<file path="src/hdl/trw_pkg.sv">
`timescale 1ns / 1ps

package trw_pkg;

  localparam int FRAC_BITS  = 16;
  localparam int RES_W      = 32;
  localparam int C_W        = 23;
  localparam int W_W        = FRAC_BITS + 1;
  localparam int DIV_STEPS  = 31;
  localparam int SQRT_STEPS = 16;

  localparam logic [1:0]      TUKEY_C_ADDR = 2'd0;

  localparam logic [C_W-1:0]  C_RESET     = C_W'(3 << FRAC_BITS);
  localparam logic [W_W-1:0]  W_ONE       = W_W'(1 << FRAC_BITS);
  localparam logic [30:0]     Q30_ONE     = 31'h4000_0000;
  localparam logic [33:0]     THREE_Q30   = 34'h0_C000_0000;
  localparam logic [31:0]     THIRD_RECIP = 32'hAAAA_AAAB;

  typedef struct packed {
    logic        valid;
    logic        zero;
    logic        band;
    logic [31:0] r;
    logic [31:0] d;
    logic [30:0] n;
  } div_t;

  typedef struct packed {
    logic        valid;
    logic        zero;
    logic [17:0] rem;
    logic [15:0] root;
    logic [31:0] qv;
  } sq_t;

endpackage

</file>
<file path="src/hdl/trw_sqrt_cell.sv">
`timescale 1ns / 1ps

module trw_sqrt_cell (
  input  logic        clk,
  input  logic        rst,
  input  trw_pkg::sq_t din,
  output trw_pkg::sq_t dout
);
  import trw_pkg::*;

  logic [19:0] rem4;
  logic [19:0] trial;
  logic [19:0] diff;
  logic        take;

  assign rem4  = {din.rem, din.qv[31:30]};
  assign trial = {2'b00, din.root, 2'b01};
  assign diff  = rem4 - trial;
  assign take  = rem4 >= trial;

  always_ff @(posedge clk) begin
    dout.zero <= din.zero;
    dout.rem  <= take ? diff[17:0] : rem4[17:0];
    dout.root <= {din.root[14:0], take};
    dout.qv   <= {din.qv[29:0], 2'b00};
    if (rst) begin
      dout.valid <= 1'b0;
    end else begin
      dout.valid <= din.valid;
    end
  end

endmodule

</file>
<file path="config.mk">
export PLATFORM = sky130hd
export DESIGN_NAME = trw_sqrt_cell
export DESIGN_NICKNAME = d
export VERILOG_FILES = /design/src/hdl/trw_pkg.sv /design/src/hdl/trw_sqrt_cell.sv
export SDC_FILE = /design/constraint.sdc
export NUM_CORES = 1
export LEC_CHECK = 0
export BUFFER_PORTS_ARGS = -buffer_cell sky130_fd_sc_hd__clkbuf_2
export CORE_UTILIZATION = 44
export CTS_CLUSTER_SIZE = 24
export DETAILED_ROUTE_END_ITERATION = 10
export PLACE_DENSITY_LB_ADDON = 0.05
export SYNTH_ARGS = -nofsm -noshare
export SYNTH_HDL_FRONTEND = slang
export SYNTH_SLANG_ARGS = --single-unit
</file>
<file path="constraint.sdc">
create_clock -name clk -period 2.4 [get_ports clk]
set_clock_uncertainty 0.1 [all_clocks]
set_input_delay 0.12 -clock clk [delete_from_list [all_inputs] [get_ports clk]]
set_output_delay 0.12 -clock clk [all_outputs]
set_load 0.02 [all_outputs]
</file>
==> results_dict.tcl, run 1 <==
set metrics [dict create \
    final_area_um2 4290 \
    max_slew_margin_pct 48.6 \
    antenna_cells 0 \
    hold_viol 0 \
    worst_pin_slew_ns 0.768 \
    firstDrtPassIters 4 \
    placed_cells 444 \
    grt_overflow_total 0 \
    yosysSeqAreaShare_pct 52.4 \
    antenna_found_initial 0 \
    max_stage_delay_ns 0.61 \
    fin_ws_ns 0.222 \
    initial_core_util_pct 45.8 \
    via_count 2346 \
    drc 0 \
    power.density_nw_per_um2 714 \
    setup_viol 0 \
    nets 535 \
    critPathTopFamily "buffers and inverters" \
    cts_buffers 9 \
    synth_ff_type "dfxtp_1" \
    fin_tns_setup_ns 0 \
    p_leak_uw 0.00216 \
    maxUsedRoutingLayer "met4" \
    postCtsSetupBuffers 0 \
    wl_per_cell_um 11.6 \
    grt_pass1_wl_um 10100 \
    grt_pass1_vias 2360 \
    ys_ff_latch 66 \
    htreeDepth 3 \
    synth_area_per_cell_um2 11.6 \
    outcome "completed" \
    nFillCells 378 \
    cts-root-buf "clkbuf_8" \
    drt-met1-wl_um 2460 \
    register_area_um2 1320 \
    finalCriticalPeriod_ns 2.18 \
    max_freq_mhz 459 \
    row_count 27 \
    maxSlewViolCount 0 \
    ant_nets 0 \
    synth.distinct_cells 44 \
    grtUsageTotal_pct 21.4 \
    die_w_um 77.7 \
    path_cells "dlygate4sd3_1 -> clkbuf_2 -> inv_1 -> ha_1 -> nand2_1 -> o21ai_4 -> mux2_2" \
    dieArea_um2 6040 \
    grt_max_degree 20 \
    fin_crit_sh_pct 90.8 \
    critical_path_required_ns 2.53 \
    hold_path.class "input pin to register" \
    synth_edf_count 0 \
    clkTransAtPathRegs_ns 0.08 \
    largest-register "dout" \
    layout.cells.non_filler 524 \
    crit_type "input pin to register" \
    start_kind "input pin" \
    maxCapViolations 0 \
    async_reset_ff_share_pct 0 \
    post_cts_resize_count 0 \
    worst_setup_path_end_kind "register" \
    crit_fanout 19 \
    dp_hpwl_um 4090 \
    area_delta_synth_final_pct 69.9 \
    dpl_cell_area_um2 3420 \
    top_regs "dout (66)" \
    multiInputGateArea_um2 1090 \
    io_buffer_count 135 \
    met3WireLength_um 358 \
    slowest_stage "o21ai_4" \
    ys_warn_count 0 \
    syn_inst 218 \
    crit_arrival_ns 2.31 \
    drive_above_1_share_pct 44.5 \
    cp_num_buf_inv 3 \
    gp_congestion 0.805 \
    drt-total-wl_um 6090 \
    peakVddDrop_mv 0.513 \
    core_um2 5510 \
    cts.sinks 66 \
    initialDrtViolationCount 41 \
    post-place-ws_ns -0.112 \
    largest_reg_flops 66 \
    clockBufferDepth 2 \
    syn_area_um2 2520 \
    boundaryPins 138 \
    met2_length_um 3200 \
    cts_tree "built" \
    viasPerCell 4.48 \
    die_height_um 77.7 \
    rsz0062_at_grt "no" \
    post-route-util_pct 77.9 \
]
-- kinds of logic (layout without fill, tap and decap cells) --
| family | count (synthesis) | after routing | share of synthesized area (%) |
|---|---|---|---|
| adder cells (fa/ha/maj) | 18 | 18 | 8.92 |
| AO/OA/AOI/OAI | 40 | 40 | 12.6 |
| other | 1 | 2 | 0.149 |
| AND/OR/NAND/NOR | 35 | 35 | 6.84 |
| multiplexers | 17 | 17 | 8.58 |
| flip-flops | 66 | 66 | 52.4 |
| XOR/XNOR | 17 | 17 | 5.90 |
| buffers and inverters | 24 | 257 | 4.61 |
-- synthesized netlist by cell type (all sizes together) (2+ instances only) --
cell type,n,area [um2]
a311oi,2,23.8
a31oi,3,25.0
inv,19,71.3
a21oi,12,67.6
o21ai,7,46.3
nand4,2,12.5
a211oi,3,32.5
nand2b,2,12.5
nor2b,3,21.3
o21a,3,22.5
ha,18,225
nor2,10,37.5
xor2,4,35.0
o21bai,2,15.0
mux2,16,206
buf,5,45.0
and3,2,12.5
dfxtp,66,1320
xnor2,13,114
nand2,10,37.5
nand3,2,10.0
nor3,2,10.0
-- cell type report --
cell class | instances | share of cell area [%]
Multi-Input combinational cell | 129 | 25.4
Inverter | 19 | 1.66
Timing Repair Buffer | 222 | 34.7
Tap cell | 72 | 2.10
Clock inverter | 7 | 2.39
Clock buffer | 9 | 2.89
Sequential cell | 66 | 30.8
-- report_power, final --
| part | leakage, uW | switching, uW | internal, uW |
|---|---|---|---|
| Sequential | 0.000557 | 29.6 | 1210 |
| Clock | 0.000115 | 450 | 595 |
| Combinational | 0.00149 | 390 | 391 |
-- worst min-delay path, cell delays in order --
cell and delay, ns:
clkbuf_2 0.09, inv_1 0.07, buf_4 0.11, mux2i_1 0.05
-- layer usage --
layer  GRT usage [%]  vias to the layer above
met3            4.71                        8
met2            40.4                       78
met4            9.62                        0
met1            22.4                     1055
li1                -                     1205
met5               0                        -
-- what timing repair did --
item                                   4_1_cts  5_1_grt
endpoints found under the hold margin       63        0
setup endpoints to repair                    0        0
hold buffers                                64        0
-- layout by cell type (no fill, tap or decap), types with 3 or more instances in the layout --
cell type	instances
dlygate4sd3_1	64
buf_4	23
xor2_1	4
o21a_1	3
inv_1	19
a21oi_1	10
o21ai_0	3
o21ai_1	3
clkinv_4	3
ha_1	18
mux2_2	9
dfxtp_1	66
nand2_1	10
clkbuf_2	135
mux2_4	7
nor2_1	10
clkbuf_8	9
xnor2_1	13
-- metrics by stage --
stage | hold WS [ns] | power, uW
global placement | 0.123 | 1950
finish | 0.0501 | 3060
floorplan | 0.0477 | 1710
CTS | 0.0233 | 3100
detailed placement | 0.124 | 1960
global route | 0.0367 | 3220
-- path summary, 6_finish.rpt --
check | from | end | slack [ns] | depth (start not counted)
worst min-delay path | din[31] | dout[49]$_DFF_P_ | 0.05 | 4
worst max-delay path | din[46] | dout[56]$_DFF_P_ | 0.22 | 7
Power figures use the tool's default switching activity.
==> run 2: changes to the inputs <==
--- a/config.mk
+++ b/config.mk
@@ -9,7 +9,7 @@
 export CORE_UTILIZATION = 44
 export CTS_CLUSTER_SIZE = 24
 export DETAILED_ROUTE_END_ITERATION = 10
-export PLACE_DENSITY_LB_ADDON = 0.05
+export PLACE_DENSITY = 0.8
 export SYNTH_ARGS = -nofsm -noshare
 export SYNTH_HDL_FRONTEND = slang
 export SYNTH_SLANG_ARGS = --single-unit
==> results_dict.tcl, run 2 (synthesis results as in run 1) <==
set metrics [dict create \
    outcome "completed" \
    wl_per_cell_um 14.7 \
    cp_num_buf_inv 2 \
    clkTransAtPathRegs_ns 0.07 \
    largest-register "dout" \
    setup_viol 0 \
    fin_ws_ns 0.0622 \
    grt_max_degree 12 \
    dieArea_um2 6040 \
    ant_nets 0 \
    hold_path.class "input pin to register" \
    critPathTopFamily "compound AO/OA/AOI/OAI gates" \
    power.total_uw 3320 \
    hp-start "din[64]" \
    top_regs "dout (66)" \
    grt_pass1_wl_um 11000 \
    start_kind "input pin" \
    initialDrtViolationCount 51 \
    die_w_um 77.7 \
    power.density_nw_per_um2 746 \
    cts_tree "built" \
    drt-total-wl_um 7470 \
    cp-startpoint "din[54]" \
    post-place-ws_ns 0.116 \
    cts.sinks 66 \
    area_delta_synth_final_pct 76.1 \
    via_count 2388 \
    crit_fanout 3 \
    hold_viol 0 \
    holdWs_ns 0.0854 \
    grtUsageTotal_pct 23.6 \
    die_height_um 77.7 \
    initial_core_util_pct 45.8 \
    dpl_cell_area_um2 3300 \
    htreeDepth 3 \
    critical_path_required_ns 2.52 \
    post-route-util_pct 80.7 \
    fin_crit_sh_pct 97.4 \
    peakVddDrop_mv 0.529 \
    cts_buffers 9 \
    max_freq_mhz 428 \
    antenna_cells 0 \
    path_cells "dlygate4sd3_1 -> clkbuf_2 -> ha_4 -> a211oi_2 -> nor2_1 -> o41a_1 -> a31oi_4 -> o21ai_2 -> xor2_1 -> mux2_2" \
    drive_above_1_share_pct 47.4 \
    grt_overflow_total 0 \
    boundaryPins 138 \
    maxSlewViolCount 0 \
    gp_congestion 0.870 \
    viasPerCell 4.69 \
    max_stage_delay_ns 0.54 \
    crit_arrival_ns 2.46 \
    crit_type "input pin to register" \
    slowest_stage "dlygate4sd3_1" \
    core_um2 5510 \
    drc 0 \
    maxCapViolations 0 \
    row_count 27 \
    nFillCells 314 \
    largest_reg_flops 66 \
    final_cell_mix "clkbuf_2, dfxtp_1, dlygate4sd3_1, inv_1, xnor2_1" \
    finalCriticalPeriod_ns 2.34 \
    nets 520 \
    final_area_um2 4440 \
    worst_setup_path_end_kind "register" \
    grt_pass1_vias 2390 \
    clockBufferDepth 2 \
    io_buffer_count 135 \
    cts-root-buf "clkbuf_8" \
    antenna_found_initial 0 \
    p_leak_uw 0.00215 \
    dp_hpwl_um 4500 \
    firstDrtPassIters 4 \
    layout_commonest_cell "clkbuf_2" \
]
==> run 2: cell count changes in the layout (fill, tap and decap cells not counted), sizes merged <==
cell          previous run  this run
buf                     23        10
bufinv                   2         4
clkbuf                 144       141
clkinv                   4         1
dlygate4sd3             64        66
dlymetal6s4s             0         1
inv                     20        19
==> run 2: worst paths after layout <==
check / endpoint / slack (ns) / cells after the start
setup / recovery: dout[65]$_DFF_P_ / 0.06 / 10
hold / removal: dout[32]$_DFF_P_ / 0.09 / 4
==> run 2: area by class of cell <==
cell class | count | area [um2] | share of cell area (%)
clock inverters | 5 | 125 | 2.82
flip-flops and latches | 66 | 1320 | 29.7
inverters | 19 | 71.3 | 1.60
repair buffers | 207 | 1410 | 31.6
multi-input cells | 129 | 1290 | 29.0
well taps | 72 | 90.1 | 2.03
clock buffers | 11 | 141 | 3.18
==> run 2: routing by layer <==
layer | vias to the layer above | track usage [%] | part of all wire, %
met4 | 0 | 8.87 | 1.1
met5 | - | 0 | 0
met2 | 107 | 46.0 | 55
met1 | 1100 | 23.4 | 37
li1 | 1170 | - | -
met3 | 11 | 6.59 | 6.8
==> run 2: metrics by stage <==
stage               instances  TNS [ns]
finish                    509         0
global route              509    -0.339
CTS                       510         0
detailed placement        428         0
global placement          428         0
floorplan                 219         0
==> run 2: what timing repair did <==
item / in CTS / in global routing
endpoints found under the hold margin: 65 / 1
endpoints found under the setup margin: 0 / 16
resized for setup: 0 / 42
setup buffers: 0 / 3
hold buffers: 66 / 1
==> run 2: power by group <==
group / internal, uW / leakage (uW) / switching, uW
registers: 1210 / 0.000557 / 33.3
clock network: 823 / 0.000134 / 405
logic: 416 / 0.00146 / 433
total: 2450 / 0.00215 / 871
