$ cat src/hdl/trw_pkg.sv
`timescale 1ns / 1ps

package trw_pkg;

  localparam int FRAC_BITS  = 16;
  localparam int RES_W      = 32;
  localparam int C_W        = 23;
  localparam int W_W        = FRAC_BITS + 1;
  localparam int DIV_STEPS  = 31;
  localparam int SQRT_STEPS = 16;

  localparam logic [1:0]      TUKEY_C_ADDR = 2'd0;

  localparam logic [C_W-1:0]  C_RESET     = C_W'(3 << FRAC_BITS);
  localparam logic [W_W-1:0]  W_ONE       = W_W'(1 << FRAC_BITS);
  localparam logic [30:0]     Q30_ONE     = 31'h4000_0000;
  localparam logic [33:0]     THREE_Q30   = 34'h0_C000_0000;
  localparam logic [31:0]     THIRD_RECIP = 32'hAAAA_AAAB;

  typedef struct packed {
    logic        valid;
    logic        zero;
    logic        band;
    logic [31:0] r;
    logic [31:0] d;
    logic [30:0] n;
  } div_t;

  typedef struct packed {
    logic        valid;
    logic        zero;
    logic [17:0] rem;
    logic [15:0] root;
    logic [31:0] qv;
  } sq_t;

endpackage

$ cat src/hdl/trw_div_cell.sv
`timescale 1ns / 1ps

module trw_div_cell (
  input  logic         clk,
  input  logic         rst,
  input  trw_pkg::div_t din,
  output trw_pkg::div_t dout
);
  import trw_pkg::*;

  logic [32:0] r2;
  logic [32:0] diff;
  logic        take;

  assign r2   = {din.r, din.n[30]};
  assign diff = r2 - {1'b0, din.d};
  assign take = r2 >= {1'b0, din.d};

  always_ff @(posedge clk) begin
    dout.zero <= din.zero;
    dout.band <= din.band;
    dout.d    <= din.d;
    dout.r    <= take ? diff[31:0] : r2[31:0];
    dout.n    <= {din.n[29:0], take};
    if (rst) begin
      dout.valid <= 1'b0;
    end else begin
      dout.valid <= din.valid;
    end
  end

endmodule

$ cat config.mk
export PLATFORM = sky130hd
export DESIGN_NAME = trw_div_cell
export DESIGN_NICKNAME = d
export VERILOG_FILES = /design/src/hdl/trw_pkg.sv /design/src/hdl/trw_div_cell.sv
export SDC_FILE = /design/constraint.sdc
export NUM_CORES = 1
export LEC_CHECK = 0
export ABC_AREA = 1
export BUFFER_PORTS_ARGS = -buffer_cell sky130_fd_sc_hd__clkbuf_2
export CAP_MARGIN = 30
export CELL_PAD_IN_SITES_DETAIL_PLACEMENT = 0
export CELL_PAD_IN_SITES_GLOBAL_PLACEMENT = 1
export CORE_ASPECT_RATIO = 0.6
export CORE_UTILIZATION = 34
export DETAILED_ROUTE_END_ITERATION = 8
export PLACE_DENSITY = 0.86
export SYNTH_ARGS = -nofsm -noshare
export SYNTH_HDL_FRONTEND = slang
export SYNTH_SLANG_ARGS = --single-unit
$ cat constraint.sdc
create_clock -name clk -period 2.2 [get_ports clk]
set_input_delay 0.11 -clock clk [delete_from_list [all_inputs] [get_ports clk]]
set_output_delay 0.11 -clock clk [all_outputs]
set_load 0.01 [all_outputs]
==> impl_metrics.yaml, run 1 <==
placed_design:
  placedInstanceArea_mm2: 0.00639
  dpl_worst_slack_ns: 0.0434
  post-dp-hpwl_um: 12400
  gp_congestion: 0.934
  portBuffers: 197
sta:
  setup_slack_ns: 0.103
  setup_viol: 0
  period_minus_slack_ns: 2.10
  slew_viol_final: 0
  min_period_over_period: 0.953
  tns_ns: 0
  maxSlewHeadroom: 0.759
  hold_ws_ns: 0.00783
  hold_violations: 0
  timing.fmax_mhz: 477
  worstMarginPinSlew_ns: 0.362
  grt_setup_unrepaired: "no"
critical_path:
  cp_max_fo: 10
  path_buf_inv: 5
  worstSetupEndpointType: "flop"
  crit_chain: "dlygate4sd3_1 > clkbuf_2 > inv_1 > ha_1 > inv_1 > nor3_4 > nand2_2 > nor3_4 > nand2_8 > buf_4 > nand3_1 > nand2_1"
  cp-start-kind: "input pin"
  path_delay_family: "buffers and inverters"
  cp_slowest_stage_delay_ns: 0.53
  criticalPathCategory: "input pin to flop"
  cp_slowest_cell: "dlygate4sd3_1"
  crit_arrival_ns: 2.34
  crit_required_ns: 2.44
yosys:
  yosysWarningCount: 0
  synth_edf_count: 0
  syn_nets: 885
  synth.largest_area_cell: "dfxtp_1"
  yosys-top-cells-area: "dfxtp_1 38%, nand2_1 20%, inv_1 11%, ha_1 7.8%, nand3_1 5.0%"
  synth_cell_types: 29
  postSynthCellCount: 752
  ys.flop_type: "dfxtp_1"
  yosysTopAreaCellShare: 0.380
  yosysMostFrequentCell: "nand2_1"
  async_flop_share: 0
  netlist_top_cells_count: "276 x nand2_1, 150 x inv_1, 98 x dfxtp_1"
  netlist_area_mm2: 0.00516
  yosysSeqAreaShare: 0.380
  synth_seq_cells: 98
  avgSynthCellArea_um2: 6.87
layout:
  syn_to_final_growth_pct: 47.2
  reg_top3: "dout x98"
  multi_input_area_mm2: 0.00269
  fin_util: 0.518
  nets: 1171
  largest_reg_flops: 98
  drive_above_1_share: 0.270
  final_area_mm2: 0.00760
  fillCellCount: 1488
  regArea_mm2: 0.00196
  antennaDiodeCount: 0
  regMostFlops: "dout"
route:
  vias: 5426
  avgRoutedWirePerCell_um: 13.4
  first_pass_iters: 5
  drt_iter0_markers: 305
  via_per_inst: 4.37
  postRouteAntennaNets: 0
  drc: 0
  wl_um: 16700
worst_hold_path:
  hp-class: "input pin to flop"
global_routing:
  grt_usage: 0.210
  antenna_found_initial: 0
  grt_pass1_vias: 5101
  gr-total-overflow: 0
  grt_max_degree: 36
  grt_pass1_wl_um: 25800
clocking:
  clockBufferDepth: 2
  clkSlewWorstSetupHoldPaths_ns: 0.07
  root_buffer: "clkbuf_16"
  cts_buffers: 9
  htree_levels: 3
  cts.sinks: 98
  cts_tree: "yes"
die:
  core_area_mm2: 0.0147
  die-height_um: 97.5
  io_pins: 198
  dieWidth_um: 161
  design.die.area_mm2: 0.0157
  rows: 34
  start_util: 0.352
status:
  status: "finished clean"
power_and_ir_drop:
  max-vdd-ir-drop_mv: 0.352
  p_per_area_mw_per_mm2: 677
  p_int_w: 0.00355
  switching_share: 0.311
  combPwrFrac: 0.278
  p_switching_w: 0.00160
  p_seq_frac: 0.390
  leakage_nw: 4.37
  p_clk_frac: 0.332
run:
  drv_cap: 0
[path summary, 6_finish.rpt]
check             startpoint       end  cells after the start
setup / recovery     din[62]  dout[78]                     12
hold / removal       din[87]  dout[88]                      3
[cell usage in the layout (no fill, tap or decap), drive strengths merged]
cell type      n
nand2        284
clkbuf       207
inv          154
dfxtp         98
dlygate4sd3   68
nand3         68
nor2          41
ha            32
a21oi         21
buf           18
xor2          13
nand3b        10
and2           8
nor3           8
nand4          2
o21ai          2
bufinv         2
clkinv         2
o21bai         1
or2            1
xnor2          1
fa             1
clkinvlp       1
[worst min-delay path: stages]
cell      delay [ns]
clkbuf_2        0.09
nand3_1         0.07
nand2_1         0.06
[cell type report]
cell class	instances	area share
inverters	153	0.0756
clock inverters	6	0.0119
repair buffers	283	0.238
well taps	198	0.0326
flip-flops and latches	98	0.258
multi-input cells	493	0.354
clock buffers	10	0.0301
[timing repair]
item	CTS	global route
setup buffers	0	8
setup endpoints to repair	0	33
resized for setup	0	26
hold endpoints to repair	67	0
hold buffers	68	0
[per-stage QoR]
step                std cells  power [W]
floorplan                 752    0.00282
global placement         1147    0.00330
detailed placement       1147    0.00330
CTS                      1231    0.00512
global route             1241    0.00544
finish                   1241    0.00515
[routing by layer]
metal,wire [µm],part of all wire,vias to the layer above,track usage
li1,-,-,2835,-
met1,9100,0.55,2380,0.329
met2,6210,0.37,200,0.285
met3,1230,0.074,11,0.0487
met4,121,0.0073,0,0.0356
met5,0,0,-,0
[cell families (layout without fill, tap and decap cells)]
group | after synthesis | in the layout | synth area share
DFF | 98 | 98 | 0.380
xor gates and xnor gates | 14 | 14 | 0.0237
buffers and inverters | 163 | 452 | 0.127
and+or+nand+nor | 420 | 422 | 0.364
adders and majority gates | 33 | 33 | 0.0814
AOI/OAI and AO/OA | 24 | 24 | 0.0237
[power by group through the flow]
stage | registers (W) | clock network, W | logic [W]
4_1_cts | 0.00201 | 0.00176 | 0.00136
6_report | 0.00201 | 0.00171 | 0.00143
3_3_place_gp | 0.00205 | 0 | 0.00125
2_1_floorplan | 0.00214 | 0 | 0.000681
3_5_place_dp | 0.00205 | 0 | 0.00126
5_1_grt | 0.00202 | 0.00183 | 0.00159
Note: power is estimated with default switching activity, not from simulation.
==> run 2: changes to the inputs <==
REMOVE_ABC_BUFFERS = 1   (was default)
==> impl_metrics.yaml, run 2 (synthesized netlist as in run 1, its figures left out) <==
global_routing:
  grt_pass1_wl_um: 25800
  grt_pass1_vias: 5057
  grt_max_degree: 36
  gr-total-overflow: 0
  grt_usage: 0.210
  antenna_found_initial: 0
worst_hold_path:
  hp-class: "input pin to flop"
  min_path_cells: 3
clocking:
  htree_levels: 3
  root_buffer: "clkbuf_16"
  cts.sinks: 98
  clockBufferDepth: 2
  cts_buffers: 9
  clkSlewWorstSetupHoldPaths_ns: 0.07
  cts_tree: "yes"
status:
  status: "finished clean"
placed_design:
  dp_cells: 1147
  placedInstanceArea_mm2: 0.00642
  portBuffers: 197
  gp_congestion: 0.921
  post-dp-hpwl_um: 12600
die:
  dieWidth_um: 161
  io_pins: 198
  rows: 34
  die-height_um: 97.5
  start_util: 0.352
  design.die.area_mm2: 0.0157
  core_area_mm2: 0.0147
route:
  avgRoutedWirePerCell_um: 13.3
  via_per_inst: 4.41
  wl_met1_um: 9110
  wl_met3_um: 1290
  drc: 0
  dr.max_layer_used: "met4"
  wl_um: 16500
  wl_met2_um: 5960
  postRouteAntennaNets: 0
  drt_iter0_markers: 328
  vias: 5443
  first_pass_iters: 5
power_and_ir_drop:
  max-vdd-ir-drop_mv: 0.327
  p_per_area_mw_per_mm2: 686
  leakage_nw: 4.35
layout:
  multi_input_area_mm2: 0.00279
  syn_to_final_growth_pct: 49.3
  fillCellCount: 1465
  drive_above_1_share: 0.286
  layout_common_cells: "265 x nand2_1, 197 x clkbuf_2, 149 x inv_1, 98 x dfxtp_1, 68 x dlygate4sd3_1"
  nets: 1164
  regArea_mm2: 0.00196
  reg_top3: "dout x98"
  layout_commonest_cell: "nand2_1"
  antennaDiodeCount: 0
  final-instance-count-excl-fill: 1233
  largest_reg_flops: 98
  regMostFlops: "dout"
  final_area_mm2: 0.00771
sta:
  tns_ns: 0
  setup_viol: 0
  worstMarginPinSlew_ns: 0.372
  period_minus_slack_ns: 2.12
  slew_viol_final: 0
  min_period_over_period: 0.962
  hold_violations: 0
  timing.fmax_mhz: 473
  maxSlewHeadroom: 0.750
run:
  drv_cap: 0
critical_path:
  cp-start-kind: "input pin"
  crit_arrival_ns: 2.36
  criticalPathCategory: "input pin to flop"
  worstSetupEndpointType: "flop"
  crit_required_ns: 2.44
  cp_max_fo: 22
[run 2: cell count changes in the layout (fill, tap and decap cells not counted), sizes merged]
cell      before  now
buf           18   12
bufinv         2    3
clkbuf       207  206
clkinv         2    1
clkinvlp       1    0
inv          154  155
nand2        284  283
[run 2: worst paths after layout]
path | startpoint | to
max | din[44] | dout[91]
min | din[85] | dout[86]
[run 2: critical path, stage by stage]
cell           delay (ns)
dlygate4sd3_1        0.53
clkbuf_2             0.12
inv_1                0.04
ha_1                 0.36
nand2_1              0.11
nor2_2               0.13
nand2_1              0.10
nor2_4               0.15
nand2_1              0.09
nand3_2              0.08
nor2_4               0.05
buf_12               0.14
buf_12               0.16
nand3_1              0.12
nand2_1              0.06
[run 2: routing by layer]
| layer | GRT usage | up-vias |
|---|---|---|
| met3 | 0.0495 | 10 |
| met2 | 0.278 | 207 |
| met4 | 0.0370 | 0 |
| li1 | - | 2820 |
| met1 | 0.336 | 2406 |
| met5 | 0 | - |
[run 2: final cells by class]
cell class | instances | share of cell area
inverter | 153 | 0.0745
multi-input combinational | 492 | 0.362
clock inverter | 6 | 0.0146
timing repair buffer | 277 | 0.233
tap | 198 | 0.0321
clock buffer | 9 | 0.0292
sequential | 98 | 0.255
[run 2: stage by stage]
step | worst slack (ns) | hold slack (ns) | utilization | power [W]
2_1_floorplan | 0.317 | 0.138 | - | 0.00280
3_3_place_gp | 0.0542 | 0.212 | 0.437 | 0.00331
3_5_place_dp | 0.0725 | 0.214 | 0.437 | 0.00332
4_1_cts | 0.0148 | 0.000653 | 0.507 | 0.00525
5_1_grt | -0.00255 | 0.00211 | 0.525 | 0.00560
6_report | 0.0841 | 0.00802 | 0.525 | 0.00529
[run 2: timing repair]
action                                 CTS  global route
setup buffers                            0             2
hold buffers                            68             0
setup endpoints to repair                0            32
gates resized for setup                  0            44
endpoints found under the hold margin   67             0
[run 2: where the power goes]
group          switching (W)  internal, W  total (W)
Clock               0.000710      0.00111    0.00182
Combinational       0.000845     0.000612    0.00146
Sequential         0.0000517      0.00196    0.00201
Total                0.00161      0.00368    0.00529
==> run 3: changes to the inputs <==
CORE_UTILIZATION = 36   (was 34)
PLACE_DENSITY = 0.9   (was 0.86)
clock period = 2.65 ns   (was 2.2 ns; I/O delays follow)
==> impl_metrics.yaml, run 3 (synthesized netlist as in run 1, its figures left out) <==
clocking:
  htree_levels: 3
  root_buffer: "clkbuf_16"
  cts_buffers: 9
  cts.sinks: 98
  clockBufferDepth: 2
  cts_tree: "yes"
  post_cts_buffers: 0
  clkSlewWorstSetupHoldPaths_ns: 0.07
sta:
  maxSlewHeadroom: 0.745
  period_minus_slack_ns: 2.32
  tns_ns: 0
  hold_ws_ns: 0.0270
  slew_viol_final: 0
  setup_slack_ns: 0.334
  min_period_over_period: 0.874
  grt_setup_unrepaired: "no"
  setup_viol: 0
  worstMarginPinSlew_ns: 0.380
  timing.fmax_mhz: 432
  hold_violations: 0
layout:
  layout_commonest_cell: "nand2_1"
  nets: 1152
  largest_reg_flops: 98
  reg_top3: "dout x98"
  syn_to_final_growth_pct: 40.8
  fillCellCount: 1395
  drive_above_1_share: 0.242
  regMostFlops: "dout"
  antennaDiodeCount: 0
  final_area_mm2: 0.00727
  final-instance-count-excl-fill: 1216
  layout_common_cells: "276 x nand2_1, 197 x clkbuf_2, 150 x inv_1, 98 x dfxtp_1, 66 x dlygate4sd3_1"
critical_path:
  worstSetupEndpointType: "flop"
  crit_required_ns: 2.94
  timing.critical_path.to: "dout[91]"
  cp_max_fo: 30
  cp-start-kind: "input pin"
  crit_arrival_ns: 2.60
  criticalPathCategory: "input pin to flop"
  crit_start: "din[34]"
route:
  drt_iter0_markers: 318
  wl_um: 15800
  postRouteAntennaNets: 0
  first_pass_iters: 4
  drc: 0
  avgRoutedWirePerCell_um: 13.0
  vias: 5311
  via_per_inst: 4.37
global_routing:
  grt_max_degree: 36
  grt_pass1_vias: 4929
  antenna_found_initial: 0
  gr-total-overflow: 0
  grt_usage: 0.216
  grt_pass1_wl_um: 24500
placed_design:
  post-dp-hpwl_um: 12100
  dp_cells: 1134
  placedInstanceArea_mm2: 0.00633
  portBuffers: 197
  dpl_worst_slack_ns: 0.516
  gp_congestion: 0.914
run:
  drv_cap: 0
status:
  status: "finished clean"
die:
  io_pins: 198
  design.die.area_mm2: 0.0148
  core_area_mm2: 0.0138
  dieWidth_um: 157
  die-height_um: 94.8
  start_util: 0.373
  rows: 33
worst_hold_path:
  hp-class: "input pin to flop"
power_and_ir_drop:
  leakage_nw: 4.23
  p_per_area_mw_per_mm2: 555
  max-vdd-ir-drop_mv: 0.283
run 3: worst min-delay path by stage:
stage	depth (start not counted)	slack [ns]	endpoint	from
after floorplan	0	0.16	dout[10]	din[9]
after global placement	1	0.23	dout[10]	din[9]
after detailed placement	1	0.24	dout[96]	din[96]
after CTS	3	0.02	dout[70]	din[69]
after global routing	3	0.02	dout[67]	din[66]
final	3	0.03	dout[90]	din[89]
run 3: power by group:
group	leakage [nW]	total, W	internal, W	switching [W]
Clock	0.126	0.00125	0.000646	0.000607
Combinational	3.27	0.00112	0.000454	0.000663
Sequential	0.827	0.00167	0.00162	0.0000442
Total	4.23	0.00404	0.00272	0.00131
run 3: final cells by class:
type	instances	area, µm²	area share
clock buffer	10	229	0.0315
multi-input combinational	491	2550	0.350
inverter	153	574	0.0790
sequential	98	1960	0.270
tap	192	240	0.0330
timing repair buffer	266	1670	0.230
clock inverter	6	48.8	0.00671
run 3: critical path, cell delays in order:
cell,delay (ns)
dlygate4sd3_1,0.53
clkbuf_2,0.12
inv_1,0.05
ha_1,0.38
nand2_2,0.14
inv_1,0.05
nand2_1,0.07
nand2_1,0.05
nand2_1,0.07
nand3_2,0.13
nand2_2,0.11
nand2_2,0.07
nand2_4,0.09
buf_4,0.36
nand3_1,0.16
nand2_1,0.09
run 3: through the flow:
step / total power, W / utilization
final: 0.00404 / 0.526
after global routing: 0.00428 / 0.526
after CTS: 0.00407 / 0.526
after detailed placement: 0.00273 / 0.458
after global placement: 0.00272 / 0.458
after floorplan: 0.00232 / -
run 3: routing by layer:
layer	global-route usage	vias to the layer above	wire length [µm]
met5	0	-	0
met3	0.0564	17	1240
li1	-	2793	-
met1	0.326	2308	8530
met2	0.299	193	5840
met4	0.0482	0	156
run 3: timing repair:
item	4_1_cts	5_1_grt
hold buffers	66	0
hold endpoints to repair	65	0
resized for setup	0	0
